--- src/bbl_pkg.sv ---
// Shared types, sizes and codes of the byte-budget LRU cache.
`timescale 1ns / 1ps
`default_nettype none
package bbl_pkg;

   localparam int ENTRIES  = 16;
   localparam int IDX_W    = $clog2(ENTRIES);
   localparam int CNT_W    = $clog2(ENTRIES + 1);
   localparam int SLOT_W   = 4;
   localparam int KEY_W    = 32;
   localparam int LEN_W    = 19;
   localparam int SIZE_W   = 20;
   localparam int WORD_W   = 32;
   localparam int BUDGET_W = 27;
   localparam int STAT_W   = 3;

   localparam logic [BUDGET_W-1:0] BUDGET_RESET = 27'd4194304;

   localparam logic [STAT_W-1:0] ST_EVICTED = 3'd0;
   localparam logic [STAT_W-1:0] ST_HIT     = 3'd1;
   localparam logic [STAT_W-1:0] ST_MISS    = 3'd2;
   localparam logic [STAT_W-1:0] ST_STORED  = 3'd3;
   localparam logic [STAT_W-1:0] ST_TOO_BIG = 3'd4;
   localparam logic [STAT_W-1:0] ST_PRESENT = 3'd5;

   localparam logic [1:0] OP_NONE    = 2'd0;
   localparam logic [1:0] OP_PROMOTE = 2'd1;
   localparam logic [1:0] OP_EVICT   = 2'd2;
   localparam logic [1:0] OP_STORE   = 2'd3;

   typedef struct packed {
      logic [1:0]        op;
      logic [IDX_W-1:0]  promote_rank;
      logic [IDX_W-1:0]  oldest_rank;
      logic [KEY_W-1:0]  key;
      logic [LEN_W-1:0]  head_len;
      logic [LEN_W-1:0]  suffix_len;
      logic [WORD_W-1:0] suffix_start;
      logic [WORD_W-1:0] file_size;
   } cell_ctl_type;

   typedef struct packed {
      logic              valid;
      logic              match;
      logic              is_oldest;
      logic              first_free;
      logic [IDX_W-1:0]  rank;
      logic [KEY_W-1:0]  key;
      logic [LEN_W-1:0]  head_len;
      logic [LEN_W-1:0]  suffix_len;
      logic [WORD_W-1:0] suffix_start;
      logic [WORD_W-1:0] file_size;
   } cell_stat_type;

endpackage
`default_nettype wire

--- src/byte_budget_lru_cache_core.sv ---
// Top level of the byte-budget LRU cache: command sequencer, byte count and result register.
//
// The cache holds up to ENTRIES file-head entries in a row of slot cells,
// tracking least-recently-used order and a running byte total against the
// csr_write_data budget. A lookup transaction produces one result (hit with
// metadata, or miss). An insert transaction produces one result when refused
// (too big, already present), otherwise zero or more evictions, oldest first,
// followed by the stored result; rsp_last marks the final result of each
// transaction. The block handles one transaction at a time: it accepts the
// request while idle and then produces the results in order, waiting while
// rsp_stall holds the result register. Each result is set by a parallel key
// compare and oldest-slot select across all cells. The budget may only be
// written while no transaction is in flight.
`timescale 1ns / 1ps
`default_nettype none
module byte_budget_lru_cache_core
   import bbl_pkg::*;
(
   input  wire logic                 clock,
   input  wire logic                 reset,
   input  wire logic                 csr_write_enable,
   input  wire logic [BUDGET_W-1:0]  csr_write_data,
   input  wire logic                 req_valid,
   output logic                      req_stall,
   input  wire logic                 req_command,
   input  wire logic [KEY_W-1:0]     req_key,
   input  wire logic [LEN_W-1:0]     req_head_len,
   input  wire logic [LEN_W-1:0]     req_suffix_len,
   input  wire logic [WORD_W-1:0]    req_suffix_start,
   input  wire logic [WORD_W-1:0]    req_file_size,
   output logic                      rsp_valid,
   input  wire logic                 rsp_stall,
   output logic [STAT_W-1:0]         rsp_status,
   output logic [SLOT_W-1:0]         rsp_slot,
   output logic [KEY_W-1:0]          rsp_key_out,
   output logic [LEN_W-1:0]          rsp_head_len_out,
   output logic [LEN_W-1:0]          rsp_suffix_len_out,
   output logic [WORD_W-1:0]         rsp_suffix_start_out,
   output logic [WORD_W-1:0]         rsp_file_size_out,
   output logic                      rsp_last
);

   localparam logic S_IDLE = 1'b0;
   localparam logic S_RUN  = 1'b1;

   logic state_ff, state_in;
   logic [BUDGET_W-1:0] budget_ff, budget_in;
   logic [BUDGET_W-1:0] held_ff, held_in;
   logic [CNT_W-1:0]    count_ff, count_in;

   // Latched request transaction.
   logic              cmd_ff;
   logic [KEY_W-1:0]  key_ff;
   logic [LEN_W-1:0]  hl_ff, sl_ff;
   logic [WORD_W-1:0] ss_ff, fs_ff;
   logic [SIZE_W-1:0] bytes_ff;

   // Result register.
   logic              rsp_valid_ff, rsp_valid_in;
   logic [STAT_W-1:0] st_ff, st_in;
   logic [SLOT_W-1:0] slot_ff, slot_in;
   logic [KEY_W-1:0]  rkey_ff, rkey_in;
   logic [LEN_W-1:0]  rhl_ff, rhl_in, rsl_ff, rsl_in;
   logic [WORD_W-1:0] rss_ff, rss_in, rfs_ff, rfs_in;
   logic              last_ff, last_in;

   cell_ctl_type  ctl;
   cell_stat_type stat [ENTRIES];
   logic [ENTRIES:0]   free_chain;
   logic [ENTRIES-1:0] valid_vec, match_vec;

   // Reductions over the cells; at most one cell raises each flag.
   logic              any_match;
   logic [IDX_W-1:0]  hit_idx, old_idx, free_idx, hit_rank;
   logic [KEY_W-1:0]  old_key;
   logic [SIZE_W-1:0] old_size;
   logic [LEN_W-1:0]  hit_hl, hit_sl;
   logic [WORD_W-1:0] hit_ss, hit_fs;

   logic out_free, emit, too_big, need_evict;
   logic [BUDGET_W:0] held_plus;

   assign free_chain[0] = 1'b0;

   for (genvar g = 0; g < ENTRIES; g++) begin : g_cell
      bbl_cell u_cell (
         .clock           (clock),
         .reset           (reset),
         .ctl             (ctl),
         .free_before_in  (free_chain[g]),
         .free_before_out (free_chain[g+1]),
         .stat            (stat[g])
      );
      assign valid_vec[g] = stat[g].valid;
      assign match_vec[g] = stat[g].match;
   end

   always_comb begin
      any_match = 1'b0;
      hit_idx   = '0;
      old_idx   = '0;
      free_idx  = '0;
      hit_rank  = '0;
      old_key   = '0;
      old_size  = '0;
      hit_hl    = '0;
      hit_sl    = '0;
      hit_ss    = '0;
      hit_fs    = '0;
      for (int i = 0; i < ENTRIES; i++) begin
         if (stat[i].match) begin
            any_match = 1'b1;
            hit_idx   = hit_idx | IDX_W'(i);
            hit_rank  = hit_rank | stat[i].rank;
            hit_hl    = hit_hl | stat[i].head_len;
            hit_sl    = hit_sl | stat[i].suffix_len;
            hit_ss    = hit_ss | stat[i].suffix_start;
            hit_fs    = hit_fs | stat[i].file_size;
         end
         if (stat[i].is_oldest) begin
            old_idx  = old_idx | IDX_W'(i);
            old_key  = old_key | stat[i].key;
            old_size = old_size | (SIZE_W'(stat[i].head_len) + SIZE_W'(stat[i].suffix_len));
         end
         if (stat[i].first_free) begin
            free_idx = free_idx | IDX_W'(i);
         end
      end
   end

   assign out_free   = !rsp_valid_ff || !rsp_stall;
   assign emit       = (state_ff == S_RUN) && out_free;
   assign too_big    = {{(BUDGET_W-SIZE_W){1'b0}}, bytes_ff} > budget_ff;
   assign held_plus  = {1'b0, held_ff} + (BUDGET_W+1)'(bytes_ff);
   assign need_evict = ((count_ff != '0) && (held_plus > {1'b0, budget_ff}))
                       || (count_ff == CNT_W'(ENTRIES));

   always_comb begin
      ctl.op           = OP_NONE;
      ctl.promote_rank = hit_rank;
      ctl.oldest_rank  = IDX_W'(count_ff - 1'b1);
      ctl.key          = key_ff;
      ctl.head_len     = hl_ff;
      ctl.suffix_len   = sl_ff;
      ctl.suffix_start = ss_ff;
      ctl.file_size    = fs_ff;

      state_in     = state_ff;
      held_in      = held_ff;
      count_in     = count_ff;
      rsp_valid_in = rsp_valid_ff && rsp_stall;
      st_in        = st_ff;
      slot_in      = slot_ff;
      rkey_in      = rkey_ff;
      rhl_in       = rhl_ff;
      rsl_in       = rsl_ff;
      rss_in       = rss_ff;
      rfs_in       = rfs_ff;
      last_in      = last_ff;

      unique case (state_ff)
         S_IDLE: begin
            if (req_valid) begin
               state_in = S_RUN;
            end
         end
         S_RUN: begin
            if (emit) begin
               rsp_valid_in = 1'b1;
               slot_in      = '0;
               rkey_in      = key_ff;
               rhl_in       = '0;
               rsl_in       = '0;
               rss_in       = '0;
               rfs_in       = '0;
               last_in      = 1'b1;
               state_in     = S_IDLE;
               if (!cmd_ff) begin
                  if (any_match) begin
                     ctl.op  = OP_PROMOTE;
                     st_in   = ST_HIT;
                     slot_in = SLOT_W'(hit_idx);
                     rhl_in  = hit_hl;
                     rsl_in  = hit_sl;
                     rss_in  = hit_ss;
                     rfs_in  = hit_fs;
                  end else begin
                     st_in = ST_MISS;
                  end
               end else if (too_big) begin
                  st_in = ST_TOO_BIG;
               end else if (any_match) begin
                  st_in = ST_PRESENT;
               end else if (need_evict) begin
                  // Evict the oldest entry and stay for the next result.
                  ctl.op   = OP_EVICT;
                  st_in    = ST_EVICTED;
                  slot_in  = SLOT_W'(old_idx);
                  rkey_in  = old_key;
                  last_in  = 1'b0;
                  state_in = S_RUN;
                  held_in  = (held_ff >= BUDGET_W'(old_size))
                             ? held_ff - BUDGET_W'(old_size) : '0;
                  count_in = count_ff - 1'b1;
               end else begin
                  ctl.op   = OP_STORE;
                  st_in    = ST_STORED;
                  slot_in  = SLOT_W'(free_idx);
                  held_in  = BUDGET_W'(held_plus);
                  count_in = count_ff + 1'b1;
               end
            end
         end
         default: begin
            state_in = S_IDLE;
         end
      endcase
   end

   assign budget_in = csr_write_enable ? csr_write_data : budget_ff;

   always_ff @(posedge clock) begin
      if (reset) begin
         state_ff     <= S_IDLE;
         budget_ff    <= BUDGET_RESET;
         held_ff      <= '0;
         count_ff     <= '0;
         rsp_valid_ff <= 1'b0;
      end else begin
         state_ff     <= state_in;
         budget_ff    <= budget_in;
         held_ff      <= held_in;
         count_ff     <= count_in;
         rsp_valid_ff <= rsp_valid_in;
      end
   end

   always_ff @(posedge clock) begin
      if (state_ff == S_IDLE && req_valid) begin
         cmd_ff   <= req_command;
         key_ff   <= req_key;
         hl_ff    <= req_head_len;
         sl_ff    <= req_suffix_len;
         ss_ff    <= req_suffix_start;
         fs_ff    <= req_file_size;
         bytes_ff <= SIZE_W'(req_head_len) + SIZE_W'(req_suffix_len);
      end
      st_ff   <= st_in;
      slot_ff <= slot_in;
      rkey_ff <= rkey_in;
      rhl_ff  <= rhl_in;
      rsl_ff  <= rsl_in;
      rss_ff  <= rss_in;
      rfs_ff  <= rfs_in;
      last_ff <= last_in;
   end

   assign req_stall            = (state_ff != S_IDLE);
   assign rsp_valid            = rsp_valid_ff;
   assign rsp_status           = st_ff;
   assign rsp_slot             = slot_ff;
   assign rsp_key_out          = rkey_ff;
   assign rsp_head_len_out     = rhl_ff;
   assign rsp_suffix_len_out   = rsl_ff;
   assign rsp_suffix_start_out = rss_ff;
   assign rsp_file_size_out    = rfs_ff;
   assign rsp_last             = last_ff;

   // The occupancy count must track the valid slots exactly.
   a_count: assert property (@(posedge clock) disable iff (reset)
      count_ff == CNT_W'($countones(valid_vec)))
      else $error("slot count disagrees with valid slots");

   // The current key matches at most one valid slot.
   a_unique: assert property (@(posedge clock) disable iff (reset)
      $onehot0(match_vec))
      else $error("key matched in more than one slot");

   // The free-slot chain reports a free slot exactly when the table is not full.
   a_free: assert property (@(posedge clock) disable iff (reset)
      free_chain[ENTRIES] == (count_ff != CNT_W'(ENTRIES)))
      else $error("free-slot chain disagrees with slot count");

   // The final result of a transaction returns the sequencer to idle.
   a_last_idle: assert property (@(posedge clock) disable iff (reset)
      (emit && last_in) |=> (state_ff == S_IDLE && rsp_valid_ff && rsp_last))
      else $error("final result did not end the transaction");

endmodule
`default_nettype wire

--- src/bbl_cell.sv ---
// One slot of the cache: entry storage, recency rank and free-slot chain link.
`timescale 1ns / 1ps
`default_nettype none
module bbl_cell
   import bbl_pkg::*;
(
   input  wire logic          clock,
   input  wire logic          reset,
   input  wire cell_ctl_type  ctl,
   input  wire logic          free_before_in,
   output logic               free_before_out,
   output cell_stat_type      stat
);

   logic              valid_ff, valid_in;
   logic [IDX_W-1:0]  rank_ff, rank_in;
   logic [KEY_W-1:0]  key_ff;
   logic [LEN_W-1:0]  head_len_ff, suffix_len_ff;
   logic [WORD_W-1:0] suffix_start_ff, file_size_ff;
   logic              match, is_oldest, first_free;

   assign match           = valid_ff && (key_ff == ctl.key);
   assign is_oldest       = valid_ff && (rank_ff == ctl.oldest_rank);
   assign first_free      = !valid_ff && !free_before_in;
   assign free_before_out = free_before_in || !valid_ff;

   always_comb begin
      valid_in = valid_ff;
      rank_in  = rank_ff;
      case (ctl.op)
         OP_PROMOTE: begin
            if (match) begin
               rank_in = '0;
            end else if (valid_ff && rank_ff < ctl.promote_rank) begin
               rank_in = rank_ff + 1'b1;
            end
         end
         OP_EVICT: begin
            if (is_oldest) begin
               valid_in = 1'b0;
               rank_in  = '0;
            end
         end
         OP_STORE: begin
            if (valid_ff) begin
               rank_in = rank_ff + 1'b1;
            end else if (first_free) begin
               valid_in = 1'b1;
               rank_in  = '0;
            end
         end
         default: begin
         end
      endcase
   end

   always_ff @(posedge clock) begin
      if (reset) begin
         valid_ff <= 1'b0;
         rank_ff  <= '0;
      end else begin
         valid_ff <= valid_in;
         rank_ff  <= rank_in;
      end
   end

   always_ff @(posedge clock) begin
      if (ctl.op == OP_STORE && first_free) begin
         key_ff          <= ctl.key;
         head_len_ff     <= ctl.head_len;
         suffix_len_ff   <= ctl.suffix_len;
         suffix_start_ff <= ctl.suffix_start;
         file_size_ff    <= ctl.file_size;
      end
   end

   always_comb begin
      stat.valid        = valid_ff;
      stat.match        = match;
      stat.is_oldest    = is_oldest;
      stat.first_free   = first_free;
      stat.rank         = rank_ff;
      stat.key          = key_ff;
      stat.head_len     = head_len_ff;
      stat.suffix_len   = suffix_len_ff;
      stat.suffix_start = suffix_start_ff;
      stat.file_size    = file_size_ff;
   end

endmodule
`default_nettype wire
--- config.mk ---
export PLATFORM = sky130hd
export DESIGN_NAME = byte_budget_lru_cache_core
export DESIGN_NICKNAME = d
export VERILOG_FILES = /design/src/bbl_pkg.sv /design/src/byte_budget_lru_cache_core.sv /design/src/bbl_cell.sv
export SDC_FILE = /design/constraint.sdc
export NUM_CORES = 2
export LEC_CHECK = 0
export CORE_MARGIN = 2
export CORE_UTILIZATION = 50
export CTS_CLUSTER_DIAMETER = 40
export DETAILED_ROUTE_END_ITERATION = 8
export DONT_BUFFER_PORTS = 1
export PLACE_DENSITY = 0.77
export SKIP_CTS_REPAIR_TIMING = 1
export SLEW_MARGIN = 10
export SYNTH_ARGS = -nofsm -noshare
export SYNTH_HDL_FRONTEND = slang
export SYNTH_SLANG_ARGS = --single-unit
--- constraint.sdc ---
create_clock -name clock -period 25.8 [get_ports clock]
set_clock_uncertainty 0.15 [all_clocks]
set_input_delay 1.29 -clock clock [delete_from_list [all_inputs] [get_ports clock]]
set_output_delay 1.29 -clock clock [all_outputs]
set_load 0.02 [all_outputs]
==> summary.txt <==
Timing
  – Tmin final: 9.11 ns
  – Setup-failing EPs final: 0
  – RSZ-0062 raised after global routing: no
  – Final worst slack: 16.69 ns
  – Period utilisation layout: 35.3%
  – Final Hold Viols: 0
  – Slew headroom: 3.00%
  – Fin. max-slew vios: 0
  – Fmax: 0.110 GHz
  – Setup_tns: 0 ns
  – Worst-Margin Slew: 1.46 ns

Detailed routing
  – Initial drt markers: 17.4k
  – Via density: 7.29
  – DRC viols: 26
  – DRT Pass-1 Iters: 9
  – Drt total wl: 509000 µm
  – Routed Antenna Nets: 0
  – Vias: 92.8k
  – Avg WL per Cell: 40.0 µm

Critical path
  – CP Launch Type: flip-flop
  – CP dominant cell by count: buf_4
  – Crit-path slowest cell: nor2_4
  – Worst-path cell chain: ha_1 -> fa_1 -> a21o_1 -> a21oi_1 -> o21ai_0 -> nand4_1 -> a21oi_1 -> o221ai_1 -> o21ai_1 -> nand4_1 -> xnor2_1 -> ha_1 -> a2111oi_0 -> nand2b_1 -> a211o_1 -> o211ai_1 -> and3_2 -> nand2_1 -> buf_4 -> nor2_4 -> buf_4 -> buf_4 -> buf_4
  – Crit-path max cell delay: 0.80 ns
  – R2r setup slk: 16.69 ns
  – Crit path kind: flip-flop to flip-flop
  – Required time worst endpoint: 26.25 ns
  – Crit path DAT: 9.56 ns
  – Setup crit end kind: flip-flop
  – Delay-heaviest family, CP: compound AO/OA/AOI/OAI gates
  – Worst path bufs/invs: 4
  – Max FO, Critical Path: 42

Global routing
  – Tot GR Track Use: 39.8%
  – First-pass GRT wire length: 692000 µm
  – Global route overflow: 0
  – Largest net degree at the start of global routing: 142
  – Initial antenna violation count: 72
  – Vias in the first global route: 86.3k

Die
  – Number of placement rows: 181
  – Core footprint: 243000 µm²
  – Die area: 247000 µm²
  – Die W: 497 µm
  – I/O pins: 311
  – Starting Density: 50.2%
  – Die height: 497 µm

CTS
  – Clock latency at the later pin of the worst-skew pair: 1.02 ns
  – H-tree depth: 5
  – CTS root buf: clkbuf_16
  – CTS tree: built
  – Clock transition at path regs: 0.06 ns
  – CTS max path bufs: 4
  – Total CTS buffers: 389
  – Clk sinks: 2582

Logic synthesis
  – Biggest area consumer among synthesized cells: edfxtp_1
  – YS warnings: 0
  – Top cell type's share of synthesized area: 60.2%
  – Syn Area/Cell: 13.5 µm²
  – Post-synthesis sequential area ratio: 62.6%
  – Mapped Area: 122000 µm²
  – Async set-reset flop share out of synthesis: 0%
  – Post-synthesis net count: 9676
  – Mapped Cells: 9013
  – Unique cell type count in the Yosys netlist: 92
  – Ys flop type: edfxtp_1
  – Register bit total from synthesis: 2582
  – Post-synth EDFFs: 2441
  – Largest cells by area after synthesis: edfxtp_1 60%, ha_1 4.9%, xnor2_1 3.6%, a22oi_1 2.6%, a221oi_1 2.6%

Run status
  – Outcome: finished, violations left
  – Failing checks: DRC

Layout
  – Area of the multi-input gates: 43400 µm²
  – Most frequent cells in the layout: 2441 x edfxtp_1, 502 x xnor2_1, 477 x ha_1
  – Share of cells above drive strength 1: 9.98%
  – Area Growth Syn to Fin: 14.3%
  – Storage cell area: 76100 µm²
  – Fin nets: 9852
  – Leading cell type in the layout, fill and taps excluded: edfxtp_1
  – Fillers: 18.8k

Power
  – LEAKAGE: 0.0463 µW
  – Power Dens Cells: 75.7 nW/µm²
  – VDD IR max: 0.000114 V

Flow run
  – Max-Cap Viols: 0

Placement
  – IO Port Bufs: 0
  – Routability cong.: 1.06
  – DP Worst Slack: 16.77 ns
  – HPWL Detailed: 334000 µm

Hold path
  – Worst min path class: input pin to flip-flop
-- final cells by class --
cell class	instances	share of cell area (%)
Sequential cell	2582	54.7
Multi-Input combinational cell	5795	31.2
Clock buffer	431	7.23
Tap cell	3202	2.88
Clock inverter	262	2.03
Timing Repair Buffer	221	1.35
Inverter	200	0.545
Antenna cell	40	0.0720
-- cells by family after synthesis --
family                     share of synthesized area [%]
AOI/OAI and AO/OA                                   15.2
and+or+nand+nor                                     8.56
xor gates and xnor gates                            5.99
buffers and inverters                               2.10
muxes                                              0.407
DFF                                                 62.6
adders and majority gates                           5.22
-- path summary, 6_finish.rpt --
path | cells after the start | start | endpoint
hold reg to reg | 2 | budget_ff[5]$_SDFFE_PP0P_ | budget_ff[5]$_SDFFE_PP0P_
setup reg to reg | 23 | bytes_ff[0]$_DFFE_PP_ | g_cell[0].u_cell.file_size_ff[14]$_DFFE_PP_
setup / recovery | 23 | bytes_ff[0]$_DFFE_PP_ | g_cell[0].u_cell.file_size_ff[14]$_DFFE_PP_
hold / removal | 0 | req_key[11] | key_ff[11]$_DFFE_PP_
-- sequential cells by signal, indices dropped and copies added (netlist names), 19 cells and up --
signal / flops
g_cell.u_cell.key_ff: 512
held_ff: 27
sl_ff: 19
budget_ff: 27
key_ff: 32
rsp_suffix_len_out: 19
rsp_key_out: 32
bytes_ff: 20
rsp_file_size_out: 32
g_cell.u_cell.suffix_len_ff: 304
g_cell.u_cell.suffix_start_ff: 512
rsp_head_len_out: 19
rsp_suffix_start_out: 32
g_cell.u_cell.rank_ff: 64
g_cell.u_cell.file_size_ff: 512
g_cell.u_cell.head_len_ff: 304
fs_ff: 32
hl_ff: 19
ss_ff: 32
-- metal layers --
metal	global-route usage (%)	vias up	share of wire, %
met5	0	-	0.085
li1	-	36700	-
met2	55.7	8494	41
met1	53.7	46000	37
met4	19.2	62	5.8
met3	15.9	1553	16
-- synth_stat cells, drive strengths merged (50+ instances only) --
master,instances
a22oi,423
nor3,172
o21a,82
nand2,363
a22o,323
dfxtp,141
nand4,191
a222oi,75
nor2b,67
clkbuf,285
buf,151
edfxtp,2441
a31oi,91
ha,477
xnor2,503
a221oi,357
a41oi,50
o21ai,216
inv,199
nand2b,80
xor2,326
and3,150
a21oi,362
nor4,139
nor2,368
nand3,158
and4,51
a21o,135
-- report_power, final --
part	internal [µW]	leakage [µW]	total, µW	switching (µW)
combinational	152	0.0168	517	365
sequential	4660	0.0233	4750	92.2
clock	3200	0.00623	5260	2060
total	8010	0.0463	10500	2520
-- through the flow --
| stage | cell area [µm²] | utilization, % | instances | power [µW] | hold WS (ns) |
|---|---|---|---|---|---|
| after floorplan | 122000 | - | 9013 | 5130 | 0.310 |
| after global placement | 126000 | 52.0 | 12000 | 5330 | 0.325 |
| after detailed placement | 126000 | 52.0 | 12000 | 5330 | 0.335 |
| after CTS | 139000 | 57.3 | 12700 | 10500 | 0.168 |
| after global routing | 139000 | 57.3 | 12700 | 10700 | 0.187 |
| final | 139000 | 57.4 | 12700 | 10500 | 0.209 |
Power figures use the tool's default switching activity.
